`config.mk`:
```
export PLATFORM = sky130hd
export DESIGN_NAME = shell_command_lexer
export DESIGN_NICKNAME = d
export VERILOG_FILES = /design/src/rtl/scl_pkg.sv /design/src/rtl/scl_queue.sv /design/src/rtl/scl_front.sv /design/src/rtl/scl_back.sv /design/src/rtl/shell_command_lexer.sv
export VERILOG_INCLUDE_DIRS = /design/src /design/src/rtl
export SDC_FILE = /design/constraint.sdc
export NUM_CORES = 1
export LEC_CHECK = 0
export BUFFER_PORTS_ARGS = -buffer_cell sky130_fd_sc_hd__buf_2
export CORE_ASPECT_RATIO = 1.5
export CORE_MARGIN = 8
export CORE_UTILIZATION = 50
export DETAILED_ROUTE_END_ITERATION = 6
export PLACE_DENSITY_LB_ADDON = 0.05
export SLEW_MARGIN = 20
export SYNTH_ARGS = -nofsm -noshare
export SYNTH_HDL_FRONTEND = slang
export SYNTH_SLANG_ARGS = --single-unit
```
`constraint.sdc`:
```
create_clock -name aclk -period 4 [get_ports aclk]
set_input_delay 1 -clock aclk [delete_from_list [all_inputs] [get_ports aclk]]
set_output_delay 1 -clock aclk [all_outputs]
set_load 0.005 [all_outputs]
```
`src/rtl/shell_command_lexer_defines.svh`:
```
// Assertion macros used by scl_back of the shell command lexer RTL.
// Each macro expects aclk and aresetn in the scope where it is used.
`ifndef SHELL_COMMAND_LEXER_DEFINES_SVH
`define SHELL_COMMAND_LEXER_DEFINES_SVH

// A condition that must hold at every clock edge outside reset.
`define SCL_ASSERT_ALWAYS(lbl, cond, msg) \
    lbl: assert property (@(posedge aclk) disable iff (!aresetn) (cond)) else $error(msg);

// A consequence that must hold in the cycle after the antecedent.
`define SCL_ASSERT_NEXT(lbl, ante, cons, msg) \
    lbl: assert property (@(posedge aclk) disable iff (!aresetn) (ante) |=> (cons)) \
        else $error(msg);

`endif

```
`src/rtl/scl_pkg.sv`:
```
// Shared types, codes and the character classifier of the shell command lexer.
// Depends on nothing; used by every module of the block but scl_queue.
package scl_pkg;

    // Default line limit and depth of the queue between front and back end.
    localparam int MAX_LINE_DEFAULT    = 4096;
    localparam int QUEUE_DEPTH_DEFAULT = 4;

    // Characters with a meaning to the lexer.
    localparam logic [7:0] CHAR_LT     = 8'h3C;
    localparam logic [7:0] CHAR_GT     = 8'h3E;
    localparam logic [7:0] CHAR_AMP    = 8'h26;
    localparam logic [7:0] CHAR_BAR    = 8'h7C;
    localparam logic [7:0] CHAR_SEMI   = 8'h3B;
    localparam logic [7:0] CHAR_SQUOTE = 8'h27;
    localparam logic [7:0] CHAR_DQUOTE = 8'h22;
    localparam logic [7:0] CHAR_SPACE  = 8'h20;
    localparam logic [7:0] CHAR_TAB    = 8'h09;
    localparam logic [7:0] CHAR_CR     = 8'h0D;

    // Character classes. The doubling operators share their codes with the
    // pending operator codes, so a class compares directly with it.
    localparam logic [3:0] CLS_OTHER  = 4'd0;
    localparam logic [3:0] CLS_LT     = 4'd1;
    localparam logic [3:0] CLS_GT     = 4'd2;
    localparam logic [3:0] CLS_AMP    = 4'd3;
    localparam logic [3:0] CLS_BAR    = 4'd4;
    localparam logic [3:0] CLS_SEMI   = 4'd5;
    localparam logic [3:0] CLS_SPACE  = 4'd6;
    localparam logic [3:0] CLS_SQUOTE = 4'd7;
    localparam logic [3:0] CLS_DQUOTE = 4'd8;

    // Pending operator code meaning nothing is held.
    localparam logic [2:0] OP_NONE = 3'd0;

    // Token kinds; operators are formed from the pending code.
    localparam logic [3:0] KIND_EMPTY = 4'd0;
    localparam logic [3:0] KIND_WORD  = 4'd1;
    localparam logic [3:0] KIND_SEMI  = 4'd10;

    // Classified item handed from the front end to the back end.
    typedef struct packed {
        logic       eol;
        logic       ovf;
        logic [3:0] cls;
    } scl_ctl_t;

    // One token as held in the output stage.
    typedef struct packed {
        logic [3:0]  kind;
        logic [11:0] start;
        logic [12:0] length;
        logic        ovf;
        logic        last;
    } scl_tok_t;

    // Maps a raw byte to its lexical class.
    function automatic logic [3:0] classify(input logic [7:0] c);
        logic [3:0] cls;
        begin
            case (c)
                CHAR_LT:     cls = CLS_LT;
                CHAR_GT:     cls = CLS_GT;
                CHAR_AMP:    cls = CLS_AMP;
                CHAR_BAR:    cls = CLS_BAR;
                CHAR_SEMI:   cls = CLS_SEMI;
                CHAR_SQUOTE: cls = CLS_SQUOTE;
                CHAR_DQUOTE: cls = CLS_DQUOTE;
                CHAR_SPACE:  cls = CLS_SPACE;
                default: begin
                    if (c >= CHAR_TAB && c <= CHAR_CR) cls = CLS_SPACE;
                    else cls = CLS_OTHER;
                end
            endcase
            return cls;
        end
    endfunction

endpackage

```
`src/rtl/scl_queue.sv`:
```
// Small first-in first-out queue of registers between the lexer front and back end.
// Depends on no package; width and depth come from parameters.
module scl_queue #(
    parameter int WIDTH = 8,
    parameter int DEPTH = 4
) (
    input  logic             aclk,
    input  logic             aresetn,
    input  logic             wr_valid,
    output logic             wr_ready,
    input  logic [WIDTH-1:0] wr_data,
    output logic             rd_valid,
    input  logic             rd_ready,
    output logic [WIDTH-1:0] rd_data
);

    localparam int PTR_W = (DEPTH > 1) ? $clog2(DEPTH) : 1;
    localparam int CNT_W = $clog2(DEPTH + 1);

    logic [WIDTH-1:0] mem_reg [DEPTH];
    logic [PTR_W-1:0] wr_ptr_reg, wr_ptr_next;
    logic [PTR_W-1:0] rd_ptr_reg, rd_ptr_next;
    logic [CNT_W-1:0] cnt_reg, cnt_next;
    logic             wr_en, rd_en;

    // Handshake on both sides.
    assign wr_ready = (cnt_reg != CNT_W'(DEPTH));
    assign rd_valid = (cnt_reg != '0);
    assign rd_data  = mem_reg[rd_ptr_reg];
    assign wr_en    = wr_valid && wr_ready;
    assign rd_en    = rd_valid && rd_ready;

    // Pointer wrap and fill count.
    always_comb begin
        wr_ptr_next = wr_ptr_reg;
        rd_ptr_next = rd_ptr_reg;
        cnt_next    = cnt_reg;
        if (wr_en) begin
            wr_ptr_next = (wr_ptr_reg == PTR_W'(DEPTH - 1)) ? '0 : wr_ptr_reg + 1'b1;
        end
        if (rd_en) begin
            rd_ptr_next = (rd_ptr_reg == PTR_W'(DEPTH - 1)) ? '0 : rd_ptr_reg + 1'b1;
        end
        if (wr_en && !rd_en) begin
            cnt_next = cnt_reg + 1'b1;
        end else if (rd_en && !wr_en) begin
            cnt_next = cnt_reg - 1'b1;
        end
    end

    always_ff @(posedge aclk) begin
        if (!aresetn) begin
            wr_ptr_reg <= '0;
            rd_ptr_reg <= '0;
            cnt_reg    <= '0;
        end else begin
            wr_ptr_reg <= wr_ptr_next;
            rd_ptr_reg <= rd_ptr_next;
            cnt_reg    <= cnt_next;
        end
    end

    // Entry storage needs no reset.
    always_ff @(posedge aclk) begin
        if (wr_en) begin
            mem_reg[wr_ptr_reg] <= wr_data;
        end
    end

endmodule

```
`src/rtl/scl_front.sv`:
```
// Front end of the shell command lexer: takes bytes, classifies them and
// tracks the line position and overflow. Depends on scl_pkg.
module scl_front #(
    parameter int MAX_LINE = scl_pkg::MAX_LINE_DEFAULT,
    parameter int AW       = $clog2(MAX_LINE)
) (
    input  logic              aclk,
    input  logic              aresetn,
    input  logic              s_tvalid,
    output logic              s_tready,
    input  logic [7:0]        s_tdata,   // char_code
    input  logic              s_tlast,   // end_of_line
    output logic              q_valid,
    input  logic              q_ready,
    output scl_pkg::scl_ctl_t q_ctl,
    output logic [AW-1:0]     q_at
);

    localparam int PW = $clog2(MAX_LINE + 1);

    logic [PW-1:0] pos_reg, pos_next;
    logic          ovf_reg, ovf_next;
    logic          take;
    logic          at_limit;

    assign s_tready = q_ready;
    assign q_valid  = s_tvalid;
    assign take     = s_tvalid && q_ready;
    assign at_limit = (pos_reg == PW'(MAX_LINE));

    // Classification and position of the byte being offered.
    always_comb begin
        q_ctl.eol = s_tlast;
        q_ctl.cls = scl_pkg::classify(s_tdata);
        q_ctl.ovf = ovf_reg || (!s_tlast && at_limit);
        q_at      = at_limit ? AW'(MAX_LINE - 1) : pos_reg[AW-1:0];
    end

    // Position saturates at the limit; end of line starts a fresh line.
    always_comb begin
        pos_next = pos_reg;
        ovf_next = ovf_reg;
        if (take) begin
            if (s_tlast) begin
                pos_next = '0;
                ovf_next = 1'b0;
            end else if (at_limit) begin
                ovf_next = 1'b1;
            end else begin
                pos_next = pos_reg + 1'b1;
            end
        end
    end

    always_ff @(posedge aclk) begin
        if (!aresetn) begin
            pos_reg <= '0;
            ovf_reg <= 1'b0;
        end else begin
            pos_reg <= pos_next;
            ovf_reg <= ovf_next;
        end
    end

endmodule

```
`src/rtl/scl_back.sv`:
```
// Back end of the shell command lexer: runs the token state machine on
// classified items and drives the result channel. Depends on scl_pkg and
// the assertion macros in shell_command_lexer_defines.svh.
`include "shell_command_lexer_defines.svh"

module scl_back #(
    parameter int MAX_LINE = scl_pkg::MAX_LINE_DEFAULT,
    parameter int AW       = $clog2(MAX_LINE)
) (
    input  logic              aclk,
    input  logic              aresetn,
    input  logic              q_valid,
    output logic              q_ready,
    input  scl_pkg::scl_ctl_t q_ctl,
    input  logic [AW-1:0]     q_at,
    output logic              m_tvalid,
    input  logic              m_tready,
    output logic [31:0]       m_tdata,   // token start, token length, line_overflow
    output logic [3:0]        m_tuser,   // token_kind
    output logic              m_tlast    // last_of_run
);

    localparam int PW = $clog2(MAX_LINE + 1);

    // Scan state.
    logic          open_reg, open_next;
    logic          in_word_reg, in_word_next;
    logic          in_quotes_reg, in_quotes_next;
    logic          qdbl_reg, qdbl_next;
    logic [AW-1:0] start_reg, start_next;
    logic [PW-1:0] count_reg, count_next;
    logic [2:0]    pend_reg, pend_next;

    // Output stage and spare slot for the second result of an item.
    scl_pkg::scl_tok_t out_reg, out_next;
    scl_pkg::scl_tok_t spare_reg, spare_next;
    logic              out_v_reg, out_v_next;
    logic              spare_v_reg, spare_v_next;

    logic              pop, out_free;
    logic              a_v, b_v, c_v, go, cnt_en, clr;
    logic [3:0]        a_kind;
    scl_pkg::scl_tok_t tok_a, tok_b, tok_c, first_tok, second_tok;
    logic [1:0]        n_res;

    assign out_free = !out_v_reg || m_tready;
    assign q_ready  = !spare_v_reg && out_free;
    assign pop      = q_valid && q_ready;

    // Token decisions for the item at the head of the queue.
    always_comb begin
        a_v            = 1'b0;
        b_v            = 1'b0;
        c_v            = 1'b0;
        go             = 1'b1;
        cnt_en         = 1'b0;
        clr            = 1'b0;
        a_kind         = {pend_reg, 1'b0};
        open_next      = open_reg;
        in_word_next   = in_word_reg;
        in_quotes_next = in_quotes_reg;
        qdbl_next      = qdbl_reg;
        start_next     = start_reg;
        count_next     = count_reg;
        pend_next      = pend_reg;
        if (q_ctl.eol) begin
            if (pend_reg != scl_pkg::OP_NONE) a_v = 1'b1;
            else if (in_word_reg || open_reg) b_v = 1'b1;
            clr       = 1'b1;
            pend_next = scl_pkg::OP_NONE;
        end else begin
            // A held operator is settled by the next byte.
            if (pend_reg != scl_pkg::OP_NONE) begin
                a_v       = 1'b1;
                pend_next = scl_pkg::OP_NONE;
                if (q_ctl.cls == {1'b0, pend_reg}) begin
                    a_kind = {pend_reg, 1'b1};
                    go     = 1'b0;
                end
            end
            if (go) begin
                if (in_quotes_reg) begin
                    if ((q_ctl.cls == scl_pkg::CLS_SQUOTE && !qdbl_reg) ||
                        (q_ctl.cls == scl_pkg::CLS_DQUOTE && qdbl_reg)) begin
                        b_v = 1'b1;
                        clr = 1'b1;
                    end else begin
                        cnt_en = 1'b1;
                    end
                end else if (q_ctl.cls == scl_pkg::CLS_SQUOTE ||
                             q_ctl.cls == scl_pkg::CLS_DQUOTE) begin
                    in_quotes_next = 1'b1;
                    qdbl_next      = (q_ctl.cls == scl_pkg::CLS_DQUOTE);
                    in_word_next   = 1'b1;
                    open_next      = 1'b1;
                end else if (q_ctl.cls == scl_pkg::CLS_SPACE) begin
                    if (in_word_reg) begin
                        b_v = 1'b1;
                        clr = 1'b1;
                    end else begin
                        open_next = 1'b1;
                    end
                end else if (q_ctl.cls == scl_pkg::CLS_OTHER) begin
                    cnt_en = 1'b1;
                end else begin
                    // Operator or separator ends any word in progress.
                    b_v = in_word_reg;
                    clr = 1'b1;
                    if (q_ctl.cls == scl_pkg::CLS_SEMI) c_v = 1'b1;
                    else pend_next = q_ctl.cls[2:0];
                end
            end
        end
        // Count one word character, saturating at the line limit.
        if (cnt_en) begin
            if (count_reg == '0) start_next = q_at;
            if (count_reg < PW'(MAX_LINE)) count_next = count_reg + 1'b1;
            in_word_next = 1'b1;
            open_next    = 1'b1;
        end
        if (clr) begin
            open_next      = 1'b0;
            in_word_next   = 1'b0;
            in_quotes_next = 1'b0;
            qdbl_next      = 1'b0;
            start_next     = '0;
            count_next     = '0;
        end
    end

    // Candidate results and their order.
    always_comb begin
        tok_a.kind   = a_kind;
        tok_a.start  = '0;
        tok_a.length = '0;
        tok_a.ovf    = q_ctl.ovf;
        tok_a.last   = 1'b0;

        tok_b.kind   = (count_reg == '0) ? scl_pkg::KIND_EMPTY : scl_pkg::KIND_WORD;
        tok_b.start  = (count_reg == '0) ? 12'd0 : 12'(start_reg);
        tok_b.length = 13'(count_reg);
        tok_b.ovf    = q_ctl.ovf;
        tok_b.last   = 1'b0;

        tok_c.kind   = scl_pkg::KIND_SEMI;
        tok_c.start  = '0;
        tok_c.length = '0;
        tok_c.ovf    = q_ctl.ovf;
        tok_c.last   = 1'b0;

        n_res = 2'(a_v) + 2'(b_v) + 2'(c_v);

        if (a_v) first_tok = tok_a;
        else if (b_v) first_tok = tok_b;
        else first_tok = tok_c;
        first_tok.last = (n_res == 2'd1);

        if (a_v && b_v) second_tok = tok_b;
        else second_tok = tok_c;
        second_tok.last = 1'b1;
    end

    // Output stage: a new item enters while the previous result is taken.
    always_comb begin
        out_next     = out_reg;
        out_v_next   = out_v_reg;
        spare_next   = spare_reg;
        spare_v_next = spare_v_reg;
        if (pop) begin
            if (n_res != 2'd0) begin
                out_next   = first_tok;
                out_v_next = 1'b1;
            end else begin
                out_v_next = 1'b0;
            end
            if (n_res == 2'd2) begin
                spare_next   = second_tok;
                spare_v_next = 1'b1;
            end
        end else if (spare_v_reg && out_free) begin
            out_next     = spare_reg;
            out_v_next   = 1'b1;
            spare_v_next = 1'b0;
        end else if (m_tready) begin
            out_v_next = 1'b0;
        end
    end

    always_ff @(posedge aclk) begin
        if (!aresetn) begin
            open_reg      <= 1'b0;
            in_word_reg   <= 1'b0;
            in_quotes_reg <= 1'b0;
            qdbl_reg      <= 1'b0;
            start_reg     <= '0;
            count_reg     <= '0;
            pend_reg      <= scl_pkg::OP_NONE;
            out_v_reg     <= 1'b0;
            spare_v_reg   <= 1'b0;
        end else begin
            if (pop) begin
                open_reg      <= open_next;
                in_word_reg   <= in_word_next;
                in_quotes_reg <= in_quotes_next;
                qdbl_reg      <= qdbl_next;
                start_reg     <= start_next;
                count_reg     <= count_next;
                pend_reg      <= pend_next;
            end
            out_v_reg   <= out_v_next;
            spare_v_reg <= spare_v_next;
        end
    end

    // Result payload registers carry no reset.
    always_ff @(posedge aclk) begin
        out_reg   <= out_next;
        spare_reg <= spare_next;
    end

    assign m_tvalid = out_v_reg;
    assign m_tlast  = out_reg.last;
    assign m_tuser  = out_reg.kind;
    assign m_tdata  = {6'b000000, out_reg.ovf, out_reg.length, out_reg.start};

    // A second result is only ever held behind a first one.
    `SCL_ASSERT_ALWAYS(a_spare_behind_out, !spare_v_reg || out_v_reg,
        "spare result without a first result")
    // A held operator always follows a cleared scan.
    `SCL_ASSERT_ALWAYS(a_pend_clear_scan, (pend_reg == scl_pkg::OP_NONE) ||
        (!in_word_reg && !in_quotes_reg && count_reg == '0), "operator held during a word")
    // Counting characters always leaves the word open.
    `SCL_ASSERT_NEXT(a_count_opens_word, pop && cnt_en,
        in_word_reg && open_reg && count_reg != '0, "counted character did not open a word")

endmodule

```
`src/rtl/shell_command_lexer.sv`:
```
// Shell command lexer: one command-line byte per transfer on the s_ channel,
// shell tokens out on the m_ channel.
// s_tdata carries the byte; s_tlast marks end of line, which flushes any
// pending token and starts a fresh line (its byte is ignored).
// m_tuser carries the token kind; m_tdata carries token start, token length
// and the overflow flag; m_tlast is set on the last token caused by one input
// transfer. An input gives zero, one or two tokens.
// Path: the front end classifies a byte as it is accepted and writes it to the queue;
// the back end then pops it and registers its first token into the output stage.
// Throughput: one byte per cycle while m_tready is high; a byte that yields two tokens
// holds the back end until its second token leaves the spare slot for the output stage.
// The front end classifies and numbers bytes; a queue of QUEUE_DEPTH entries
// lets it keep accepting while the back end waits on the receiver.
// When m_tready is low, the output stage holds its token, then the queue
// fills and s_tready falls.
// Reset (aresetn low, synchronous) empties the queue and output stage and
// returns the line position, scan state and overflow flag to zero.
// Depends on scl_pkg, scl_front, scl_queue and scl_back.
module shell_command_lexer #(
    parameter int MAX_LINE    = scl_pkg::MAX_LINE_DEFAULT,
    parameter int QUEUE_DEPTH = scl_pkg::QUEUE_DEPTH_DEFAULT
) (
    input  logic        aclk,
    input  logic        aresetn,
    input  logic        s_tvalid,
    output logic        s_tready,
    input  logic [7:0]  s_tdata,   // [7:0] char_code
    input  logic        s_tlast,   // end_of_line
    output logic        m_tvalid,
    input  logic        m_tready,
    output logic [31:0] m_tdata,   // [11:0] token start, [24:12] token length,
                                   // [25] line_overflow
    output logic [3:0]  m_tuser,   // [3:0] token_kind
    output logic        m_tlast    // last_of_run
);

    localparam int AW    = $clog2(MAX_LINE);
    localparam int CTL_W = $bits(scl_pkg::scl_ctl_t);
    localparam int ITEM_W = CTL_W + AW;

    logic              f_valid, f_ready;
    scl_pkg::scl_ctl_t f_ctl;
    logic [AW-1:0]     f_at;
    logic              b_valid, b_ready;
    logic [ITEM_W-1:0] b_item;
    scl_pkg::scl_ctl_t b_ctl;
    logic [AW-1:0]     b_at;

    // Byte classification and position tracking.
    scl_front #(
        .MAX_LINE (MAX_LINE),
        .AW       (AW)
    ) u_front (
        .aclk     (aclk),
        .aresetn  (aresetn),
        .s_tvalid (s_tvalid),
        .s_tready (s_tready),
        .s_tdata  (s_tdata),
        .s_tlast  (s_tlast),
        .q_valid  (f_valid),
        .q_ready  (f_ready),
        .q_ctl    (f_ctl),
        .q_at     (f_at)
    );

    // Decoupling queue of classified items.
    scl_queue #(
        .WIDTH (ITEM_W),
        .DEPTH (QUEUE_DEPTH)
    ) u_queue (
        .aclk     (aclk),
        .aresetn  (aresetn),
        .wr_valid (f_valid),
        .wr_ready (f_ready),
        .wr_data  ({f_at, f_ctl}),
        .rd_valid (b_valid),
        .rd_ready (b_ready),
        .rd_data  (b_item)
    );

    assign b_ctl = b_item[CTL_W-1:0];
    assign b_at  = b_item[ITEM_W-1:CTL_W];

    // Token state machine and result channel.
    scl_back #(
        .MAX_LINE (MAX_LINE),
        .AW       (AW)
    ) u_back (
        .aclk     (aclk),
        .aresetn  (aresetn),
        .q_valid  (b_valid),
        .q_ready  (b_ready),
        .q_ctl    (b_ctl),
        .q_at     (b_at),
        .m_tvalid (m_tvalid),
        .m_tready (m_tready),
        .m_tdata  (m_tdata),
        .m_tuser  (m_tuser),
        .m_tlast  (m_tlast)
    );

endmodule
```
==> impl_metrics.yaml, run 1 <==
run_status:
  status: "finished, final reports clean"
logic_synthesis:
  synth_seq_area_share: 0.599
  synth-async-reset-ratio: 0
  synth_cells: 692
  yosysWarnings: 0
  synth-edff-count: 131
  synth_flop_cell: "edfxtp_1"
  ys_types: 69
  syn_area_mm2: 0.00847
  post_synth.cell_area_avg_um2: 12.2
  ys_ff_latch: 188
floorplanning:
  initial_core_util: 0.508
  fp.dieW_um: 122
  core_area_mm2: 0.0167
  fp-row-count: 58
  die_area_mm2: 0.0215
  ios: 52
  dieHeight_um: 175
finish:
  instances_no_fill: 956
  syn2layout_area_growth_pct: 11.6
  mostFrequentLayoutCell: "edfxtp_1"
  layout.nets: 758
  fill_cells: 1397
  final_cell_mix: "edfxtp_1 (131), dfxtp_1 (57), nor2_1 (48)"
  largest_reg_flops: 72
  antenna_cells: 0
  drive_above_1_share: 0.169
placed_design:
  io_buffer_count: 45
  place_hpwl_um: 12500
  dp.cells: 924
  gp_congestion: 0.779
hold_path:
  holdCritStartpoint: "u_front.ovf_reg"
  min_path_type: "reg2reg"
clock_network:
  cts_tree: "built"
  clock_sinks: 188
  cts_max_level: 4
  cts_buffer_depth: 2
  root_buffer: "clkbuf_16"
  post_cts_resized: 0
  post_cts_buffers: 0
  insertion_delay_ns: 0.44
  numCtsBuffers: 17
  cts.reportedPaths.clkPinSlew_ns: 0.07
  cts_hold_buffers: 0
worst_setup_path:
  cp-start-kind: "flip-flop"
  end_kind: "flip-flop"
  crit_required_ns: 4.13
  critPathKind: "reg2reg"
  critPathMaxFanout: 27
  arrival_ns: 3.83
power_and_ir_drop:
  p_seq_frac: 0.434
  power_density_mw_per_mm2: 636
  vdd_drop_max_mv: 0.290
  p_leak_nw: 3.25
  p_sw_mw: 2.05
  swShare: 0.341
  pwr-share-comb: 0.301
  clockPowerShare: 0.265
  intPower_mw: 3.96
job:
  maxCapViolCount: 0
drt:
  vias: 5537
  wl_um: 17500
  drc: 0
  ant_nets: 0
  first_iter_violations: 363
  first_pass_iters: 4
  vias_per_cell: 5.79
  wl_per_cell_um: 18.3
timing:
  worstMarginPinSlew_ns: 0.999
  hold_viol: 0
  rsz0062_at_grt: "false"
  finalCritPeriodShare: 0.923
  relSlewSlack: 0.334
  period_needed_ns: 3.69
  max_freq_ghz: 0.271
  tns_ns: 0
  setup_viol: 0
  clock_skew_ns: 0.0159
  drv_slew: 0
global_route:
  grt_pass1_vias: 5615
  grt_max_degree: 45
  grt_pass1_wl_um: 28500
  antenna_found_initial: 0
  grtUsageTotal: 0.169
  grt-ovfl-total: 0
## logic make-up (layout without fill, tap and decap cells)
| kind of cell | Yosys count | in the layout | share of synthesized area |
|---|---|---|---|
| multiplexers | 34 | 34 | 0.0660 |
| adder cells (fa/ha/maj) | 12 | 12 | 0.0195 |
| AND/OR/NAND/NOR | 264 | 264 | 0.168 |
| flip-flops | 188 | 188 | 0.599 |
| buffers and inverters | 69 | 118 | 0.0374 |
| AO/OA/AOI/OAI | 115 | 115 | 0.100 |
| XOR/XNOR | 9 | 9 | 0.00930 |
| other | 1 | 6 | 0.000443 |
## layer usage
layer / vias up / track usage / wire (µm)
li1: 2681 / - / -
met1: 2692 / 0.190 / 7330
met2: 134 / 0.302 / 9190
met3: 30 / 0.0312 / 618
met4: 0 / 0.0719 / 373
met5: - / 0 / 0
## metrics by stage
step	setup slack, ns	hold slack (ns)	cell area (µm²)	util	power [mW]
after global routing	0.0343	0.524	9460	0.567	6.34
final	0.307	0.476	9460	0.567	6.02
after CTS	0.302	0.478	9450	0.566	6.08
after floorplan	0.234	0.434	8490	-	3.87
after detailed placement	0.300	0.462	8890	0.533	4.49
after global placement	0.407	0.445	8890	0.533	4.44
## Yosys cell counts, types with 3 or more instances
library cell  instances  share of area
a21o_1                3         0.0027
a21oi_1              22          0.013
a22o_1               25          0.026
a31oi_1               4         0.0030
and2_1               25          0.018
and3_1                7         0.0052
buf_2                 7         0.0041
buf_4                 7         0.0062
buf_6                 3         0.0040
clkbuf_1             24          0.011
clkinv_1              4         0.0018
dfxtp_1              57           0.13
edfxtp_1            131           0.46
ha_1                 10          0.015
inv_1                23          0.010
mux2_2                5         0.0066
mux2i_1              12          0.014
mux4_2               17          0.045
nand2_1              46          0.020
nand2b_1             14          0.010
nand3_1              37          0.022
nand4_1              25          0.018
nand4b_1              5         0.0052
nor2_1               48          0.021
nor2b_1               3         0.0022
nor3_1               13         0.0077
nor4_1                5         0.0037
nor4b_1               6         0.0062
o211ai_1             14          0.012
o21ai_0              18          0.011
o22ai_1               3         0.0022
o32ai_2               3         0.0058
or3_1                10         0.0074
or4_1                 4         0.0035
xnor2_1               7         0.0072
## area by class of cell
| class | count | area, µm² | area share |
|---|---|---|---|
| clock buffer | 19 | 433 | 0.0458 |
| clock inverter | 13 | 126 | 0.0134 |
| inverter | 27 | 101 | 0.0107 |
| multi-input combinational | 440 | 3120 | 0.329 |
| sequential | 188 | 5070 | 0.537 |
| tap | 210 | 263 | 0.0278 |
| timing repair buffer | 59 | 343 | 0.0363 |
## worst max-delay path, stage by stage, from the launching register on
cell     delay, ns
dfxtp_1       0.48
mux4_2        0.66
or3b_4        0.42
o22ai_1       0.19
a32o_1        0.21
and3_1        0.16
a21oi_1       0.05
fa_1          0.49
a21oi_1       0.21
a21o_1        0.27
buf_12        0.22
## path summary, 6_finish.rpt
kind / slack (ns) / to / cells past startpoint
setup reg to reg: 0.31 / u_back.m_tdata[2] / 10
setup / recovery: 0.31 / u_back.m_tdata[2] / 10
hold / removal: 0.48 / u_front.ovf_reg / 2
hold reg to reg: 0.48 / u_front.ovf_reg / 2
## power groups by stage
stage,Combinational [mW],Clock (mW),Sequential [mW]
floorplan,1.22,0,2.65
global placement,1.80,0,2.65
detailed placement,1.83,0,2.66
CTS,1.83,1.63,2.62
global route,2.00,1.70,2.65
finish,1.81,1.59,2.61
Note: power is estimated with default switching activity, not from simulation.
==> run 2, diff against run 1 <==
--- a/config.mk
+++ b/config.mk
@@ -7,9 +7,11 @@
 export NUM_CORES = 1
 export LEC_CHECK = 0
 export BUFFER_PORTS_ARGS = -buffer_cell sky130_fd_sc_hd__buf_2
+export CELL_PAD_IN_SITES_DETAIL_PLACEMENT = 0
+export CELL_PAD_IN_SITES_GLOBAL_PLACEMENT = 1
 export CORE_ASPECT_RATIO = 1.5
 export CORE_MARGIN = 8
-export CORE_UTILIZATION = 50
+export CORE_UTILIZATION = 45
 export DETAILED_ROUTE_END_ITERATION = 6
 export PLACE_DENSITY_LB_ADDON = 0.05
 export SLEW_MARGIN = 20
==> impl_metrics.yaml, run 2 (synthesized netlist as in run 1, its figures left out) <==
finish:
  syn2layout_area_growth_pct: 12.0
  mostFrequentLayoutCell: "edfxtp_1"
  final_cell_mix: "edfxtp_1 (131), dfxtp_1 (57), nor2_1 (48)"
  drive_above_1_share: 0.168
  antenna_cells: 0
  layout.nets: 758
  finalInstanceArea_mm2: 0.00949
  largest_reg_flops: 72
floorplanning:
  dieHeight_um: 184
  initial_core_util: 0.459
  fp-row-count: 61
  fp.dieW_um: 128
  ios: 52
  core_area_mm2: 0.0185
  die_area_mm2: 0.0236
clock_network:
  insertion_delay_ns: 0.43
  clock_sinks: 188
  numCtsBuffers: 17
  post_cts_resized: 0
  cts_max_level: 4
  post_cts_buffers: 0
  cts_hold_buffers: 0
  cts_buffer_depth: 2
  cts.reportedPaths.clkPinSlew_ns: 0.07
  root_buffer: "clkbuf_16"
  cts_tree: "built"
drt:
  first_iter_violations: 303
  wl_per_cell_um: 17.5
  wl_um: 17500
  drc: 0
  ant_nets: 0
  first_pass_iters: 5
  vias_per_cell: 5.52
  vias: 5509
power_and_ir_drop:
  p_seq_frac: 0.436
  power_density_mw_per_mm2: 630
  p_leak_nw: 3.24
  swShare: 0.339
  pwr-share-comb: 0.304
  clockPowerShare: 0.260
  p_sw_mw: 2.02
  vdd_drop_max_mv: 0.326
  intPower_mw: 3.95
placed_design:
  io_buffer_count: 45
  place_hpwl_um: 12400
  gp_congestion: 0.773
  dpl_cell_area_mm2: 0.00894
timing:
  finalCritPeriodShare: 0.896
  worstMarginPinSlew_ns: 0.976
  setup_viol: 0
  tns_ns: 0
  max_freq_ghz: 0.279
  relSlewSlack: 0.349
  period_needed_ns: 3.58
  drv_slew: 0
  hold_viol: 0
  rsz0062_at_grt: "false"
  clock_skew_ns: 0.0106
worst_setup_path:
  arrival_ns: 3.71
  crit_required_ns: 4.13
  critPathMaxFanout: 31
  reg2reg_to: "u_back.m_tdata[1]"
  critPathKind: "reg2reg"
  cp-start-kind: "flip-flop"
  worst-r2r-setup-slack_ns: 0.42
  end_kind: "flip-flop"
  setup.worst_path.end: "u_back.m_tdata[1]"
  r2r_cells: 10
global_route:
  grt_pass1_vias: 5714
  grt_max_degree: 44
  use_met2: 0.286
  use_met3: 0.0343
  grt-ovfl-total: 0
  met1_usage: 0.178
  grtUsageTotal: 0.158
  antenna_found_initial: 0
  grt_pass1_wl_um: 29100
  grt_busiest_layer: "met2"
hold_path:
  min_path_type: "reg2reg"
  holdPathStages: 2
run_status:
  status: "finished, final reports clean"
job:
  maxCapViolCount: 0
run 2: cell count changes in the layout (fill, tap and decap cells not counted), sizes merged:
cell	delta
clkinvlp	+1
clkbuf	+1
inv	-2
run 2: cell type report:
cell class / count / area, µm²
Tap cell: 252 / 315
Sequential cell: 188 / 5070
Inverter: 27 / 101
Fill cell: 1682 / 8980
Multi-Input combinational cell: 440 / 3120
Clock inverter: 12 / 108
Clock buffer: 20 / 437
Timing Repair Buffer: 59 / 343
run 2: worst min-delay path by stage:
stage	startpoint	to	slack (ns)
floorplan	u_front.ovf_reg	u_front.ovf_reg	0.43
global placement	u_front.ovf_reg	u_front.ovf_reg	0.45
detailed placement	u_front.ovf_reg	u_front.ovf_reg	0.46
CTS	u_front.ovf_reg	u_front.ovf_reg	0.48
global route	u_queue.rd_ptr_reg[1]	flip-flop	0.51
finish	u_front.ovf_reg	u_front.ovf_reg	0.48
run 2: through the flow:
| stage | utilization | setup slack [ns] | power (mW) | hold WS (ns) | cells |
|---|---|---|---|---|---|
| after detailed placement | 0.484 | 0.395 | 4.50 | 0.463 | 966 |
| after CTS | 0.514 | 0.391 | 6.07 | 0.480 | 998 |
| after floorplan | - | 0.234 | 3.87 | 0.434 | 697 |
| after global placement | 0.484 | 0.495 | 4.45 | 0.448 | 966 |
| after global routing | 0.514 | 0.180 | 6.34 | 0.510 | 998 |
| final | 0.514 | 0.416 | 5.98 | 0.477 | 998 |
run 2: critical path, cell delays in order, from the launching register on:
cell,delay [ns]
dfxtp_1,0.48
mux4_2,0.66
or3b_4,0.42
o22ai_1,0.23
a32o_1,0.23
and3_1,0.16
a21oi_1,0.05
fa_1,0.49
a21oi_1,0.19
a21o_1,0.15
buf_12,0.21
run 2: metal layers:
layer  vias to the layer above  share of wire
met5                         -              0
met3                        20          0.035
met2                        88           0.53
met4                         0          0.015
met1                      2724           0.42
li1                       2677              -
run 2: power by group through the flow:
stage | registers, mW | clock network [mW] | logic [mW]
finish | 2.61 | 1.56 | 1.81
detailed placement | 2.66 | 0 | 1.84
floorplan | 2.65 | 0 | 1.22
CTS | 2.61 | 1.61 | 1.85
global route | 2.65 | 1.68 | 2.02
global placement | 2.64 | 0 | 1.80
